**src/sv/vdq_pkg.sv**
```systemverilog
package vdq_pkg;

  // widths fixed by the field layout
  localparam int unsigned PinW      = 16;
  localparam int unsigned PinSelW   = 4;
  localparam int unsigned DelayW    = 8;
  localparam int unsigned FilterW   = 8;
  localparam int unsigned DwellW    = 16;
  localparam int unsigned DelayCntW = 18;
  localparam int unsigned CfgDataW  = 32;
  localparam int unsigned CfgIdxW   = 2;

  // channels that show up in a result, and the number of fields in the pin and delay maps
  localparam int unsigned ShownChannels = 4;
  localparam int unsigned MapSlots      = 4;

  localparam logic [DelayCntW-1:0] DelayUnit = DelayCntW'(1000);
  localparam logic [DwellW-1:0]    DwellMax  = {DwellW{1'b1}};

  // configuration register indexes
  localparam logic [CfgIdxW-1:0] RegPinMap   = 2'd0;
  localparam logic [CfgIdxW-1:0] RegDelays   = 2'd1;
  localparam logic [CfgIdxW-1:0] RegFilter   = 2'd2;

  // configuration register reset values
  localparam logic [PinW-1:0]          PinMapReset = 16'h3210;
  localparam logic [MapSlots*DelayW-1:0] DelaysReset = '0;
  localparam logic [FilterW-1:0]       FilterReset = 8'd3;

  localparam int unsigned ResultW = 2*ShownChannels + ShownChannels*DwellW;

  typedef struct packed {
    logic [PinSelW-1:0] pin_sel;
    logic [DelayW-1:0]  delay;
    logic [FilterW-1:0] filter;
  } chan_cfg_t;

  typedef struct packed {
    logic              presence;
    logic              valid;
    logic [DwellW-1:0] dwell;
  } chan_stat_t;

  // packed from the top bit down: dwell3 .. dwell0, valid, presence
  typedef struct packed {
    logic [DwellW-1:0]        dwell3;
    logic [DwellW-1:0]        dwell2;
    logic [DwellW-1:0]        dwell1;
    logic [DwellW-1:0]        dwell0;
    logic [ShownChannels-1:0] valid_bits;
    logic [ShownChannels-1:0] presence_bits;
  } result_t;

endpackage

```
**src/sv/vehicle_detector_qualifier.sv**
```systemverilog
// channel      | dir | payload (low bit up)                               | accepted when
// -------------+-----+----------------------------------------------------+-----------------
// s_axis       | in  | tdata[15:0] pin_levels                             | tvalid && tready
// m_axis       | out | tdata: presence_bits, valid_bits, dwell_ch0..3     | tvalid && tready
// cfg          | in  | cfg_idx_i selects pin_map, channel_delays, filters | cfg_we_i
//
// one item per cycle while the result is not stalled: all channels update in parallel
// in the cycle an item is accepted and the result register is loaded at that same edge
// reset clears all channel state and loads the register defaults
// s_axis_tready_o stays high while the result register is empty or being
// drained, so a new item enters in the cycle a waiting result is taken
module vehicle_detector_qualifier #(
  parameter int unsigned CHANNELS = 4
) (
  input  logic                              clk_i,
  input  logic                              rst_ni,
  // pin_levels[15:0]
  input  logic [15:0]                       s_axis_tdata_i,
  input  logic                              s_axis_tvalid_i,
  output logic                              s_axis_tready_o,
  // presence_bits[3:0], valid_bits[7:4], dwell_ch0[23:8], dwell_ch1[39:24],
  // dwell_ch2[55:40], dwell_ch3[71:56]
  output logic [vdq_pkg::ResultW-1:0]       m_axis_tdata_o,
  output logic                              m_axis_tvalid_o,
  input  logic                              m_axis_tready_i,
  input  logic                              cfg_we_i,
  input  logic [vdq_pkg::CfgIdxW-1:0]       cfg_idx_i,
  input  logic [vdq_pkg::CfgDataW-1:0]      cfg_wdata_i
);
  import vdq_pkg::*;

  // configuration registers
  logic [PinW-1:0]             pin_map_q;
  logic [MapSlots*DelayW-1:0]  delays_q;
  logic [FilterW-1:0]          filter_q;

  always_ff @(posedge clk_i or negedge rst_ni) begin
    if (!rst_ni) begin
      pin_map_q <= PinMapReset;
      delays_q  <= DelaysReset;
      filter_q  <= FilterReset;
    end else if (cfg_we_i) begin
      unique case (cfg_idx_i)
        RegPinMap: pin_map_q <= cfg_wdata_i[PinW-1:0];
        RegDelays: delays_q  <= cfg_wdata_i[MapSlots*DelayW-1:0];
        RegFilter: filter_q  <= cfg_wdata_i[FilterW-1:0];
        default: ;  // index past the list is ignored
      endcase
    end
  end

  // handshake: the result register frees up when drained
  logic out_valid_q;
  logic accept;

  assign s_axis_tready_o = !out_valid_q || m_axis_tready_i;
  assign accept          = s_axis_tvalid_i && s_axis_tready_o;

  // per channel pipelines; channels past four reuse the map field k mod 4
  chan_stat_t stat [CHANNELS];

  for (genvar k = 0; k < CHANNELS; k++) begin : g_chan
    localparam int unsigned Slot = k % MapSlots;
    chan_cfg_t cfg;

    assign cfg.pin_sel = pin_map_q[Slot*PinSelW +: PinSelW];
    assign cfg.delay   = delays_q[Slot*DelayW +: DelayW];
    assign cfg.filter  = filter_q;

    vdq_channel u_chan (
      .clk_i     (clk_i),
      .rst_ni    (rst_ni),
      .advance_i (accept),
      .pins_i    (s_axis_tdata_i),
      .cfg_i     (cfg),
      .stat_o    (stat[k])
    );
  end

  // gather the first four channels; missing ones read as zero
  logic [ShownChannels-1:0] presence_v, valid_v;
  logic [DwellW-1:0]        dwell_v [ShownChannels];

  for (genvar k = 0; k < ShownChannels; k++) begin : g_shown
    if (k < CHANNELS) begin : g_have
      assign presence_v[k] = stat[k].presence;
      assign valid_v[k]    = stat[k].valid;
      assign dwell_v[k]    = stat[k].dwell;
    end else begin : g_none
      assign presence_v[k] = 1'b0;
      assign valid_v[k]    = 1'b0;
      assign dwell_v[k]    = '0;
    end
  end

  result_t result_d, result_q;

  assign result_d.presence_bits = presence_v;
  assign result_d.valid_bits    = valid_v;
  assign result_d.dwell0        = dwell_v[0];
  assign result_d.dwell1        = dwell_v[1];
  assign result_d.dwell2        = dwell_v[2];
  assign result_d.dwell3        = dwell_v[3];

  // result register
  logic out_valid_d;

  always_comb begin
    out_valid_d = out_valid_q;
    if (accept) begin
      out_valid_d = 1'b1;
    end else if (m_axis_tready_i) begin
      out_valid_d = 1'b0;
    end
  end

  always_ff @(posedge clk_i or negedge rst_ni) begin
    if (!rst_ni) begin
      out_valid_q <= 1'b0;
    end else begin
      out_valid_q <= out_valid_d;
    end
  end

  always_ff @(posedge clk_i) begin
    if (accept) begin
      result_q <= result_d;
    end
  end

  assign m_axis_tvalid_o = out_valid_q;
  assign m_axis_tdata_o  = result_q;

`ifndef SYNTH
  a_accept_gives_result: assert property (@(posedge clk_i) disable iff (!rst_ni)
    accept |=> m_axis_tvalid_o)
    else $error("accepted item produced no result");

  a_full_blocks_input: assert property (@(posedge clk_i) disable iff (!rst_ni)
    (out_valid_q && !m_axis_tready_i) |-> !s_axis_tready_o)
    else $error("input taken while result stalled");

  a_result_held: assert property (@(posedge clk_i) disable iff (!rst_ni)
    (out_valid_q && !m_axis_tready_i) |=> $stable(result_q))
    else $error("stalled result overwritten");
`endif

endmodule

```
**src/sv/vdq_channel.sv**
```systemverilog
module vdq_channel (
  input  logic                           clk_i,
  input  logic                           rst_ni,
  input  logic                           advance_i,
  input  logic [vdq_pkg::PinW-1:0]       pins_i,
  input  vdq_pkg::chan_cfg_t             cfg_i,
  output vdq_pkg::chan_stat_t            stat_o
);
  import vdq_pkg::*;

  // the timer stage's copy of the previous level always equals stable_q
  // after a tick, so the change test compares stable_d with stable_q

  logic [FilterW-1:0]   cnt_q, cnt_d, cnt_inc;
  logic                 stable_q, stable_d;
  logic [DwellW-1:0]    dwell_q, dwell_d;
  logic [DelayCntW-1:0] delay_q, delay_d, delay_inc, limit;
  logic                 valid_q, valid_d;
  logic                 level;

  assign level     = pins_i[cfg_i.pin_sel];
  assign cnt_inc   = cnt_q + FilterW'(1);
  assign delay_inc = delay_q + DelayCntW'(1);
  assign limit     = DelayCntW'(cfg_i.delay) * DelayUnit;

  always_comb begin
    cnt_d    = '0;
    stable_d = stable_q;
    if (level != stable_q) begin
      if (cnt_inc >= cfg_i.filter) begin
        stable_d = level;
      end else begin
        cnt_d = cnt_inc;
      end
    end
  end

  always_comb begin
    dwell_d = dwell_q;
    delay_d = delay_q;
    valid_d = valid_q;
    if (stable_d != stable_q) begin
      dwell_d = '0;
      if (stable_d) begin
        delay_d = DelayCntW'(1);
      end
    end else begin
      if (dwell_q != DwellMax) begin
        dwell_d = dwell_q + DwellW'(1);
      end
      if (delay_q != '0) begin
        if (delay_inc > limit) begin
          delay_d = '0;
          valid_d = 1'b1;
        end else begin
          delay_d = delay_inc;
        end
      end
    end
  end

  always_ff @(posedge clk_i or negedge rst_ni) begin
    if (!rst_ni) begin
      cnt_q    <= '0;
      stable_q <= 1'b0;
      dwell_q  <= '0;
      delay_q  <= '0;
      valid_q  <= 1'b0;
    end else if (advance_i) begin
      cnt_q    <= cnt_d;
      stable_q <= stable_d;
      dwell_q  <= dwell_d;
      delay_q  <= delay_d;
      valid_q  <= valid_d;
    end
  end

  // status after this tick, captured by the result register
  assign stat_o.presence = stable_d;
  assign stat_o.valid    = valid_d;
  assign stat_o.dwell    = dwell_d;

`ifndef SYNTH
  a_valid_sticky: assert property (@(posedge clk_i) disable iff (!rst_ni)
    valid_q |=> valid_q)
    else $error("valid flag dropped");

  a_hold_when_idle: assert property (@(posedge clk_i) disable iff (!rst_ni)
    !advance_i |=> $stable(stable_q) && $stable(dwell_q) && $stable(delay_q))
    else $error("channel state moved without an item");

  a_dwell_cleared: assert property (@(posedge clk_i) disable iff (!rst_ni)
    (stable_q != $past(stable_q)) |-> (dwell_q == '0))
    else $error("dwell not cleared on state change");
`endif

endmodule
```
**config.mk**
```make
export PLATFORM = sky130hd
export DESIGN_NAME = vehicle_detector_qualifier
export DESIGN_NICKNAME = d
export VERILOG_FILES = /design/src/sv/vdq_pkg.sv /design/src/sv/vehicle_detector_qualifier.sv /design/src/sv/vdq_channel.sv
export SDC_FILE = /design/constraint.sdc
export NUM_CORES = 1
export LEC_CHECK = 0
export BUFFER_PORTS_ARGS = -buffer_cell sky130_fd_sc_hd__buf_2
export CORE_MARGIN = 2
export CORE_UTILIZATION = 62
export CTS_BUF_LIST = sky130_fd_sc_hd__clkbuf_4
export DETAILED_ROUTE_END_ITERATION = 6
export GPL_TIMING_DRIVEN = 0
export PLACE_DENSITY = 0.81
export SETUP_SLACK_MARGIN = 0.05
export SLEW_MARGIN = 0
export SYNTH_ARGS = -nofsm -noshare
export SYNTH_HDL_FRONTEND = slang
export SYNTH_HIERARCHICAL = 1
export SYNTH_SLANG_ARGS = --single-unit
```
**constraint.sdc**
```tcl
create_clock -name clk_i -period 7.7 [get_ports clk_i]
set_input_delay 0 -clock clk_i [delete_from_list [all_inputs] [get_ports clk_i]]
set_output_delay 0 -clock clk_i [all_outputs]
set_load 0.05 [all_outputs]
```
# After elaboration in Yosys (flattened, before gate mapping)
# Index checks and enable logic that the tools add are counted.
[totals]
register_bits = 305
latch_bits = 0
ram_bits = 0
romBits = 0
output_inout_bits = 74
n_memories = 0
[classes]
addsub = 12
n_mul = 4
n_div = 0
magnitude_cmp = 12
n_eq_ne = 18
shift = 0
muxes = 62
bitwise_logic = 0
reduce_logical = 20
[ops]
columns = ["operator", "n"]
rows = [
  ["18-bit two-way mux", 16],
  ["16-bit two-way mux", 8],
  ["18-bit by 1-bit adder with 18-bit output, second input constant", 4],
  ["18-bit > comparator", 4],
  ["18-bit nonzero test", 4],
  ["16-bit by 1-bit adder with 16-bit output, second input constant", 4],
  ["8-bit two-way mux", 8],
  ["16-bit != test, second input constant", 4],
  ["8-bit by 7-bit multiplier with 15-bit output, second input constant", 4],
  ["8-bit by 1-bit adder with 8-bit output, second input constant", 4],
  ["8-bit greater-or-equal comparator", 4],
  ["1-bit two-way mux", 26],
  ["4-bit by 5-bit less-than comparator with 1-bit output, second input constant", 4],
  ["1-bit binary-select mux with 4-bit select", 4],
  ["3-bit AND reduction", 4],
  ["2-bit nonzero test", 5],
  ["1-bit != test", 8],
  ["2-bit by 1-bit != test with 1-bit output, second input constant", 4],
  ["2-bit AND reduction", 3],
  ["2-bit by 1-bit equality test with 1-bit output, second input constant", 1],
  ["2-bit equality test, second input constant", 1],
  ["2-bit zero test", 1],
  ["1-bit logical AND", 1],
  ["1-bit zero test", 1],
  ["1-bit logical OR", 1],
]

# Longest topological paths before layout
# Gate-level depths: netlist of the first run.
[logic_depth]
word_depth = 7
ltp_mapped = 23

# Hierarchy
# The synthesis of the first run kept the hierarchy.
[modules_own_cells]
columns = ["module", "instances", "cells_per_inst", "area_per_inst_um2"]
rows = [
  ["vdq_channel (g_chan[0].u_chan)", 1, 549, 4918.5],
  ["vdq_channel (g_chan[2].u_chan)", 1, 548, 4875.9],
  ["vdq_channel (g_chan[1].u_chan)", 1, 549, 4864.7],
  ["vdq_channel (g_chan[3].u_chan)", 1, 559, 4864.7],
  ["vehicle_detector_qualifier", 1, 195, 4327.9],
]

# Worst setup path before layout of the first run
# OpenSTA, ideal clock, no wires.
[synth_timing]
path_kind = "register to register"
from = "reg delays_q[8]"
to = "reg g_chan[1].u_chan.delay_q[5]"
setup_time_ns = 0.067
arrival_ns = 5.774
required_time_ns = 7.633
slack_ns = 1.860
stages_incl_launch_ff = 23
synth_period_minus_slack_ns = 5.840
path_cell_list = "dfrtp_1 -> fa_1 -> xor2_1 -> ha_1 -> fa_1 -> inv_1 -> fa_1 -> inv_1 -> ha_1 -> inv_1 -> o21a_1 -> o311ai_0 -> a21o_1 -> a21oi_1 -> xnor2_1 -> ha_1 -> nand2_1 -> nor4_1 -> or4bb_1 -> a21boi_1 -> or3_1 -> nor3b_2 -> a221o_1"
[synth_between]
elab_chain_len = 5
[synth_rtl]
columns = ["element", "line", "source"]
rows = [
  ["start: declaration", "vehicle_detector_qualifier.sv:34", "logic [MapSlots*DelayW-1:0] delays_q;"],
  ["start signal: assignment", "vehicle_detector_qualifier.sv:40", "delays_q <= DelaysReset;"],
  ["start signal: assignment", "vehicle_detector_qualifier.sv:45", "RegDelays: delays_q <= cfg_wdata_i[MapSlots*DelayW-1:0];"],
  ["8-bit by 7-bit multiplier with 15-bit output", "vdq_channel.sv:24", "assign limit = DelayCntW'(cfg_i.delay) * DelayUnit;"],
  ["18-bit > comparator", "vdq_channel.sv:52", "if (delay_inc > limit) begin"],
  ["18-bit two-way mux", "vdq_channel.sv:52", ""],
  ["18-bit two-way mux", "vdq_channel.sv:51", "if (delay_q != '0) begin"],
  ["18-bit two-way mux", "vdq_channel.sv:42", "if (stable_d != stable_q) begin"],
  ["end signal: assignment", "vdq_channel.sv:73", "delay_q <= delay_d;"],
  ["end: declaration", "vdq_channel.sv:17", "logic [DelayCntW-1:0] delay_q, delay_d, delay_inc, limit;"],
]
# No other way between the ends. The select of a mux whose other input is x is not followed.
# A chain may end at the register's enable or synchronous reset.

# Worst setup path in the final report of the first run
[layout_timing]
from = "reg delays_q[8]"
to = "reg g_chan[1].u_chan.delay_q[13]"
# Same word-level chain as after synthesis.

==> results of run 1 <==
[worst max-delay path: cells and delay by family (launching register included)]
kind | cells | cell delay (ns)
AND/OR/NAND/NOR | 5 | 1.44
flip-flops | 1 | 0.49
adder cells (fa/ha/maj) | 6 | 2.55
AO/OA/AOI/OAI | 6 | 1.35
buffers and inverters | 4 | 0.45
XOR/XNOR | 2 | 0.35
[worst min-delay path by stage]
stage               startpoint               to  slack, ns  cells after the start
3_5_place_dp            rst_ni      delays_q[7]       0.04                      1
3_3_place_gp   s_axis_tvalid_i  m_axis_tvalid_o       0.21                      2
6_report       cfg_wdata_i[26]     delays_q[26]       0.06                      3
4_1_cts        cfg_wdata_i[26]     delays_q[26]      0.008                      3
2_1_floorplan           rst_ni      delays_q[0]      -0.30                      0
5_1_grt        cfg_wdata_i[26]     delays_q[26]       0.04                      3
[power groups by stage]
stage | clock network [uW] | registers [uW] | logic, uW
6_report | 1490 | 2470 | 8690
5_1_grt | 1630 | 2530 | 9880
4_1_cts | 1530 | 2460 | 8610
3_5_place_dp | 0 | 2490 | 8490
3_3_place_gp | 0 | 2470 | 8040
2_1_floorplan | 0 | 2620 | 6590
[sequential cells by signal, indices dropped and copies added, names as in the netlist]
signal and count:
filter_q 8, g_chan.u_chan/valid_q 4, m_axis_tdata_o 72, g_chan.u_chan/cnt_q 32
g_chan.u_chan/delay_q 72, delays_q 32, pin_map_q 16, g_chan.u_chan/stable_q 4
m_axis_tvalid_o 1, g_chan.u_chan/dwell_q 64
[placed cells by master, fill, tap and decap left out, drive strengths merged, types with 21 or more instances in the layout]
master and n:
nand3 78, nor3 34, fa 84, clkinv 32
a21o 29, a21oi 120, edfxtp 72, inv 249
clkbuf 158, nor2 161, nand2b 35, dlygate4sd3 72
mux2 59, nand2 183, a22o 60, ha 264
dfrtp 227, or3 21, nand4 38, xnor2 94
o21ai 125, buf 172, o31ai 21, xor2 77
and3 26
[cell type report]
type | count | area [um^2] | share of cell area, %
multi-input combinational | 1774 | 14500 | 53.6
sequential | 305 | 8000 | 29.5
timing repair buffer | 204 | 1480 | 5.47
clock buffer | 125 | 938 | 3.47
inverter | 248 | 931 | 3.44
tap | 511 | 639 | 2.36
buffer | 73 | 423 | 1.56
clock inverter | 34 | 159 | 0.587
antenna | 1 | 2.50 | 0.00924
[routing by layer]
layer	up-vias	global-route usage [%]
met5	-	0
met4	0	10.1
met3	114	4.78
met2	526	46.5
met1	9257	35.4
li1	9153	-
[cells by family after synthesis]
logic type	share of synthesized area, %
AND/OR/NAND/NOR	14.4
AO/OA/AOI/OAI	14.5
adder cells (fa/ha/maj)	20.9
buffers and inverters	5.68
flip-flops	33.5
XOR/XNOR	6.31
multiplexers	4.67
[per-stage QoR]
stage / instance area, um^2 / total power (uW)
3_3_place_gp: 25100 / 10500
2_1_floorplan: 23900 / 9210
4_1_cts: 27100 / 12600
3_5_place_dp: 25200 / 11000
6_report: 27100 / 12700
5_1_grt: 27100 / 14000
[repair_timing]
| action | 4_1_cts | 5_1_grt |
|---|---|---|
| endpoints found under the hold margin | 322 | 0 |
| setup buffers | 0 | 0 |
| hold buffers | 73 | 0 |
==> run_summary.xml, run 1 <==
<?xml version="1.0" encoding="UTF-8"?>
<metrics>
  <group name="clock_network">
    <metric name="clock_latency" unit="ns">0.79</metric>
    <metric name="numClockSinks" unit="">305</metric>
    <metric name="clock-root-buffer" unit="">clkbuf_4</metric>
    <metric name="clk_pin_slew_worst_paths" unit="ns">0.07</metric>
    <metric name="max-clock-path-buffers" unit="">3</metric>
    <metric name="post_cts.resized_instances" unit="">0</metric>
    <metric name="cts_htree_levels" unit="">3</metric>
    <metric name="cts_tree" unit="">yes</metric>
    <metric name="tritoncts.num_buffers" unit="">85</metric>
  </group>
  <group name="power">
    <metric name="fraction_of_power_consumed_by_the_clock_network" unit="%">11.8</metric>
    <metric name="pwr-share-comb" unit="%">68.7</metric>
    <metric name="switchingPower" unit="uW">6060</metric>
    <metric name="intPower" unit="uW">6590</metric>
    <metric name="pwr_density_cell" unit="nW/um^2">467</metric>
    <metric name="power.share.sequential" unit="%">19.5</metric>
    <metric name="vdd_ir_drop_max" unit="mV">0.380</metric>
    <metric name="power_leakage" unit="uW">0.0128</metric>
    <metric name="sw_frac_of_total" unit="%">47.9</metric>
  </group>
  <group name="sta">
    <metric name="slew_headroom" unit="%">26.2</metric>
    <metric name="timing.clock.skew" unit="ns">0.0714</metric>
    <metric name="rsz_0062_raised_after_global_routing" unit="">false</metric>
    <metric name="least_margin_pin_slew" unit="ns">1.10</metric>
    <metric name="min_period_over_period" unit="%">87.1</metric>
    <metric name="report.final.slew_viol_count" unit="">0</metric>
    <metric name="post_route_hold_slack" unit="ns">0.0601</metric>
    <metric name="setup_violations" unit="">0</metric>
    <metric name="totalNegativeSetupSlack" unit="ns">0</metric>
    <metric name="hold_violations" unit="">0</metric>
    <metric name="min_period" unit="ns">6.71</metric>
    <metric name="max_freq" unit="MHz">149</metric>
    <metric name="finalWorstSetupSlack" unit="ns">0.990</metric>
  </group>
  <group name="critical_path">
    <metric name="critPathArrivalTime" unit="ns">7.40</metric>
    <metric name="cpMaxStageDelayCell" unit="">fa_1</metric>
    <metric name="worst_reg2reg_path_length_in_cells" unit="">23</metric>
    <metric name="cp_slowest_stage_delay" unit="ns">0.66</metric>
    <metric name="critical_path.cell_chain" unit="">fa_1 -&gt; xor2_1 -&gt; ha_1 -&gt; fa_1 -&gt; inv_1 -&gt; fa_1 -&gt; inv_1 -&gt; ha_1 -&gt; inv_1 -&gt; o21a_1 -&gt; o311ai_0 -&gt; a21o_1 -&gt; a21oi_1 -&gt; xnor2_1 -&gt; ha_1 -&gt; nand2_1 -&gt; nor4_1 -&gt; or4bb_1 -&gt; a21boi_1 -&gt; nor3_4 -&gt; buf_2 -&gt; o21ai_0 -&gt; nand2_1</metric>
    <metric name="setup.worst_path.class" unit="">reg2reg</metric>
    <metric name="cp_max_fo" unit="">10</metric>
    <metric name="setup.reg_to_reg.worst_slack" unit="ns">0.99</metric>
    <metric name="worstSetupStartpoint" unit="">delays_q[8]</metric>
    <metric name="required_arrival_time_at_the_worst_endpoint" unit="ns">8.39</metric>
    <metric name="timing.critical_path.from_type" unit="">flip-flop</metric>
    <metric name="worst_setup_path_endpoint" unit="">g_chan[1].u_chan/delay_q[13]</metric>
    <metric name="worst_r2r_startpoint" unit="">delays_q[8]</metric>
    <metric name="endpoint_kind" unit="">flip-flop</metric>
    <metric name="crit-reg2reg-capture" unit="">g_chan[1].u_chan/delay_q[13]</metric>
  </group>
  <group name="outcome">
    <metric name="status" unit="">finished, final reports clean</metric>
  </group>
  <group name="cells_and_area">
    <metric name="syn_to_final_growth" unit="%">13.5</metric>
    <metric name="nets" unit="">3094</metric>
    <metric name="fillers" unit="">2712</metric>
    <metric name="fin_cells" unit="">3275</metric>
    <metric name="drive_above_1_share" unit="%">16.7</metric>
    <metric name="final_util" unit="%">71.7</metric>
  </group>
  <group name="global_routing">
    <metric name="antenna_found_initial" unit="">1</metric>
    <metric name="globalRoute.totalOverflow" unit="">0</metric>
    <metric name="grt_pass1_wl" unit="um">92100</metric>
    <metric name="via_count_of_the_first_global_routing_pass" unit="">19300</metric>
    <metric name="grt_max_degree" unit="">89</metric>
    <metric name="globalRouteTotalUtil" unit="%">27.5</metric>
  </group>
  <group name="synth">
    <metric name="ranking_of_synthesized_cells_by_instance_count" unit="">264 x ha_1, 247 x inv_1, 227 x dfrtp_1</metric>
    <metric name="yosys_most_used_dff" unit="">dfrtp_1</metric>
    <metric name="synth_enable_flop_cells" unit="">72</metric>
    <metric name="synth.top_cell.area_share" unit="%">23.8</metric>
    <metric name="synth_largest_area_cell" unit="">dfrtp_1</metric>
    <metric name="synthesis.instances" unit="">2400</metric>
    <metric name="ys_types" unit="">105</metric>
    <metric name="ys_top_cells_by_area" unit="">dfrtp_1 24%, ha_1 14%, edfxtp_1 9.1%</metric>
    <metric name="ys_warn_count" unit="">6</metric>
    <metric name="synth_seq_cells" unit="">305</metric>
    <metric name="synth_sequential_area_ratio" unit="%">33.5</metric>
    <metric name="syn_avg_cell_area" unit="um^2">9.94</metric>
    <metric name="count_leader_synth" unit="">ha_1</metric>
    <metric name="synth_nets" unit="">2803</metric>
    <metric name="post_synth_instance_area" unit="um^2">23900</metric>
    <metric name="synth_async_sr_flop_share" unit="%">76.4</metric>
  </group>
  <group name="detailed_routing">
    <metric name="met2_length" unit="um">26600</metric>
    <metric name="via_count_of_the_routed_design" unit="">19100</metric>
    <metric name="detail_route.vias_per_cell" unit="">5.82</metric>
    <metric name="detail_route.wirelength.met1" unit="um">23500</metric>
    <metric name="drt_pre_antenna_iters" unit="">5</metric>
    <metric name="route.top_layer_used" unit="">met4</metric>
    <metric name="drt_iter0_drc" unit="">1151</metric>
    <metric name="detail-route-antenna-nets" unit="">0</metric>
    <metric name="wl_met3" unit="um">2920</metric>
    <metric name="detail_route.wirelength" unit="um">54500</metric>
    <metric name="detail_route.drc_violations" unit="">0</metric>
    <metric name="wire_per_inst" unit="um">16.6</metric>
  </group>
  <group name="die">
    <metric name="die_height" unit="um">200</metric>
    <metric name="initial_core_util" unit="%">63.2</metric>
    <metric name="design.die.area" unit="um^2">40100</metric>
    <metric name="pin_count" unit="">129</metric>
    <metric name="placeableCoreArea" unit="um^2">37800</metric>
    <metric name="dieWidth" unit="um">200</metric>
    <metric name="number_of_core_rows" unit="">71</metric>
  </group>
  <group name="placement">
    <metric name="place.port_buffers" unit="">128</metric>
    <metric name="dpl_hpwl" unit="um">39300</metric>
    <metric name="placedCellCount" unit="">3042</metric>
    <metric name="global_placer_s_final_weighted_congestion" unit="">0.878</metric>
    <metric name="dpl_worst_slack" unit="ns">1.11</metric>
  </group>
  <group name="run">
    <metric name="timing.max_cap.violations" unit="">0</metric>
  </group>
  <group name="min_path">
    <metric name="worstHoldPathType" unit="">in2reg</metric>
  </group>
</metrics>
No activity file was read; power rests on OpenSTA's default activity.
==> inputs of run 2 (changes only) <==
ABC_AREA = 1   (was default)
PLACE_DENSITY = 0.8   (was 0.81)
==> run 2 against run 1 <==
Against the previous run:
- non-clock buffer count grew 57
- power shrank 20%
- core utilization grew 0.30 points
- fmax grew 12%
- largest cell class unchanged
- largest power group unchanged
==> run_summary.xml, run 2 <==
<?xml version="1.0" encoding="UTF-8"?>
<metrics>
  <group name="synth">
    <metric name="ranking_of_synthesized_cells_by_instance_count" unit="">900 x nand2_1, 553 x inv_1, 264 x ha_1</metric>
    <metric name="ys_types" unit="">53</metric>
    <metric name="synthesis.instances" unit="">3335</metric>
    <metric name="yosys_most_used_dff" unit="">dfrtp_1</metric>
    <metric name="synth_nets" unit="">3738</metric>
    <metric name="synth_async_sr_flop_share" unit="%">76.4</metric>
    <metric name="ys_top_cells_by_area" unit="">dfrtp_1 22%, nand2_1 13%, ha_1 13%</metric>
    <metric name="synth_largest_area_cell" unit="">dfrtp_1</metric>
    <metric name="count_leader_synth" unit="">nand2_1</metric>
    <metric name="synth_seq_cells" unit="">305</metric>
    <metric name="synth_enable_flop_cells" unit="">72</metric>
    <metric name="ys_warn_count" unit="">6</metric>
    <metric name="synth.top_cell.area_share" unit="%">22.1</metric>
    <metric name="synth_sequential_area_ratio" unit="%">31.1</metric>
    <metric name="syn_avg_cell_area" unit="um^2">7.72</metric>
    <metric name="post_synth_instance_area" unit="um^2">25800</metric>
  </group>
  <group name="sta">
    <metric name="slew_headroom" unit="%">52.1</metric>
    <metric name="least_margin_pin_slew" unit="ns">0.717</metric>
    <metric name="min_period_over_period" unit="%">77.5</metric>
    <metric name="min_period" unit="ns">5.97</metric>
    <metric name="max_freq" unit="MHz">168</metric>
    <metric name="report.final.slew_viol_count" unit="">0</metric>
    <metric name="timing.clock.skew" unit="ns">0.0536</metric>
    <metric name="hold_violations" unit="">0</metric>
    <metric name="rsz_0062_raised_after_global_routing" unit="">false</metric>
    <metric name="setup_violations" unit="">0</metric>
  </group>
  <group name="critical_path">
    <metric name="endpoint_kind" unit="">flip-flop</metric>
    <metric name="critical_path_buf_inv_count" unit="">4</metric>
    <metric name="worstSetupStartpoint" unit="">delays_q[9]</metric>
    <metric name="critical_path.cell_chain" unit="">fa_1 -&gt; inv_1 -&gt; fa_1 -&gt; fa_1 -&gt; fa_1 -&gt; inv_1 -&gt; ha_1 -&gt; a21oi_1 -&gt; a21boi_0 -&gt; o21ai_0 -&gt; a31oi_1 -&gt; xor2_1 -&gt; ha_1 -&gt; nand2_1 -&gt; inv_1 -&gt; o21ai_0 -&gt; nand2_1 -&gt; a21oi_1 -&gt; nand2_1 -&gt; clkbuf_1 -&gt; a21oi_1 -&gt; nand4_1 -&gt; nand2_1</metric>
    <metric name="worst_reg2reg_path_length_in_cells" unit="">23</metric>
    <metric name="setup.worst_path.class" unit="">reg2reg</metric>
    <metric name="required_arrival_time_at_the_worst_endpoint" unit="ns">8.43</metric>
    <metric name="cp_max_fo" unit="">10</metric>
    <metric name="critPathArrivalTime" unit="ns">6.70</metric>
    <metric name="worst_r2r_startpoint" unit="">delays_q[9]</metric>
    <metric name="crit-reg2reg-capture" unit="">g_chan[1].u_chan/delay_q[12]</metric>
    <metric name="cpMaxStageDelayCell" unit="">fa_1</metric>
    <metric name="setup.reg_to_reg.worst_slack" unit="ns">1.73</metric>
    <metric name="cp_slowest_stage_delay" unit="ns">0.59</metric>
    <metric name="cpLargestDelayFamily" unit="">adder cells</metric>
    <metric name="timing.critical_path.from_type" unit="">flip-flop</metric>
  </group>
  <group name="die">
    <metric name="dieWidth" unit="um">208</metric>
    <metric name="number_of_core_rows" unit="">74</metric>
    <metric name="die_height" unit="um">208</metric>
    <metric name="initial_core_util" unit="%">62.9</metric>
    <metric name="design.die.area" unit="um^2">43200</metric>
    <metric name="pin_count" unit="">129</metric>
    <metric name="placeableCoreArea" unit="um^2">40900</metric>
  </group>
  <group name="cells_and_area">
    <metric name="drive_above_1_share" unit="%">12.4</metric>
    <metric name="multiInputGateArea" unit="um^2">15000</metric>
    <metric name="layout_commonest_cell" unit="">nand2_1</metric>
    <metric name="syn_to_final_growth" unit="%">14.4</metric>
    <metric name="seqCellArea" unit="um^2">8000</metric>
    <metric name="nets" unit="">4069</metric>
    <metric name="fin_cells" unit="">4269</metric>
    <metric name="final_cell_mix" unit="">900 x nand2_1, 553 x inv_1, 264 x ha_1</metric>
    <metric name="fillers" unit="">3207</metric>
  </group>
  <group name="clock_network">
    <metric name="clock_latency" unit="ns">0.84</metric>
    <metric name="clk_pin_slew_worst_paths" unit="ns">0.09</metric>
    <metric name="post-cts-setup-buffer-count" unit="">0</metric>
    <metric name="clock-root-buffer" unit="">clkbuf_4</metric>
    <metric name="post_cts.resized_instances" unit="">0</metric>
    <metric name="tritoncts.num_buffers" unit="">84</metric>
    <metric name="cts_htree_levels" unit="">3</metric>
    <metric name="max-clock-path-buffers" unit="">3</metric>
    <metric name="numClockSinks" unit="">305</metric>
    <metric name="cts-hold-fix-buffers" unit="">113</metric>
    <metric name="cts_tree" unit="">yes</metric>
  </group>
  <group name="placement">
    <metric name="global_placer_s_final_weighted_congestion" unit="">0.921</metric>
    <metric name="place.port_buffers" unit="">127</metric>
    <metric name="placedCellCount" unit="">3999</metric>
    <metric name="dpl_hpwl" unit="um">48600</metric>
  </group>
  <group name="detailed_routing">
    <metric name="detail_route.vias_per_cell" unit="">5.52</metric>
    <metric name="drt_iter0_drc" unit="">1554</metric>
    <metric name="detail-route-antenna-nets" unit="">0</metric>
    <metric name="wire_per_inst" unit="um">15.9</metric>
    <metric name="via_count_of_the_routed_design" unit="">23600</metric>
    <metric name="detail_route.drc_violations" unit="">0</metric>
    <metric name="detail_route.wirelength" unit="um">67700</metric>
    <metric name="drt_pre_antenna_iters" unit="">6</metric>
  </group>
  <group name="global_routing">
    <metric name="via_count_of_the_first_global_routing_pass" unit="">23700</metric>
    <metric name="grt_pass1_wl" unit="um">113000</metric>
    <metric name="globalRouteTotalUtil" unit="%">31.6</metric>
    <metric name="globalRoute.totalOverflow" unit="">0</metric>
    <metric name="grt_max_degree" unit="">109</metric>
    <metric name="antenna_found_initial" unit="">2</metric>
  </group>
  <group name="power">
    <metric name="vdd_ir_drop_max" unit="mV">0.379</metric>
    <metric name="pwr_density_cell" unit="nW/um^2">342</metric>
    <metric name="report.power.total" unit="uW">10100</metric>
    <metric name="power_leakage" unit="uW">0.0160</metric>
  </group>
  <group name="min_path">
    <metric name="holdPathEnd" unit="">pin_map_q[8]</metric>
    <metric name="worstHoldPathType" unit="">in2reg</metric>
    <metric name="min_delay_path_depth" unit="">5</metric>
    <metric name="worstHoldStart" unit="">cfg_idx_i[1]</metric>
  </group>
  <group name="outcome">
    <metric name="status" unit="">finished, final reports clean</metric>
  </group>
  <group name="run">
    <metric name="timing.max_cap.violations" unit="">0</metric>
  </group>
</metrics>
run 2: cell types whose count changed in the layout (fill, tap and decap cells not counted), moves of 40 or more:
| cell | change |
|---|---|
| nand3_1 | +144 |
| xnor2_1 | -80 |
| mux2_2 | -59 |
| nand2_1 | +718 |
| inv_1 | +306 |
| dlygate4sd3_1 | +40 |
| a22o_1 | -60 |
| o21ai_1 | +46 |
| nand4_1 | +124 |
run 2: logic make-up after synthesis:
kind of cell    synth area share, %
compound gates                 6.60
xor+xnor                       4.08
fa+ha+maj                      19.4
buf+inv                        10.8
flops                          31.1
mux                           0.155
simple gates                   28.0
run 2: stage by stage:
| stage | utilization [%] | setup WS [ns] | TNS, ns | hold slack (ns) | instance area, um^2 |
|---|---|---|---|---|---|
| after floorplan | - | 1.05 | 0 | -0.296 | 25800 |
| after global placement | 66.1 | -1.22 | -115.57 | 0.199 | 27100 |
| after detailed placement | 66.5 | 1.84 | 0 | -0.0793 | 27200 |
| after CTS | 72.0 | 1.80 | 0 | 0.00260 | 29500 |
| after global routing | 72.0 | 1.35 | 0 | 0.0558 | 29500 |
| final | 72.0 | 1.73 | 0 | 0.0507 | 29500 |
run 2: worst min-delay path: cells and delay by family:
kind / cells / cell delay, ns
buf+inv: 2 / 0.66
simple gates: 3 / 0.18
run 2: final cells by class:
cell class	instances	area share, %
clock buffers	127	3.24
flip-flops and latches	305	27.1
diodes	2	0.0170
plain buffers	89	1.76
multi-input cells	2346	50.9
clock inverters	28	0.518
repair buffers	245	6.53
well taps	532	2.26
inverters	595	7.64
run 2: how the worst max path moves through the flow:
stage                                               to  slack [ns]  cells after the start
final                     g_chan[1].u_chan/delay_q[12]        1.73                     23
after detailed placement  g_chan[1].u_chan/delay_q[12]        1.84                     23
after global routing      g_chan[1].u_chan/delay_q[12]        1.35                     23
after CTS                 g_chan[1].u_chan/delay_q[12]        1.80                     23
after floorplan            g_chan[2].u_chan/delay_q[9]        1.05                      7
after global placement     g_chan[1].u_chan/delay_q[9]       -1.22                      7
run 2: where the power goes:
group          leakage, uW  switching (uW)  total [uW]  internal, uW
Sequential         0.00379             297        2190          1890
Clock             0.000661             745        1540           791
Combinational       0.0116            3940        6340          2400
Total               0.0160            4980       10100          5090
run 2: per-layer routing:
metal  vias to the layer above  global-route usage (%)  share of wire (%)
li1                      11500                       -                  -
met1                     11100                    39.1                 41
met2                       862                    54.4                 49
met3                       195                    5.45                6.3
met4                         0                    13.4                3.3
met5                         -                       0                  0
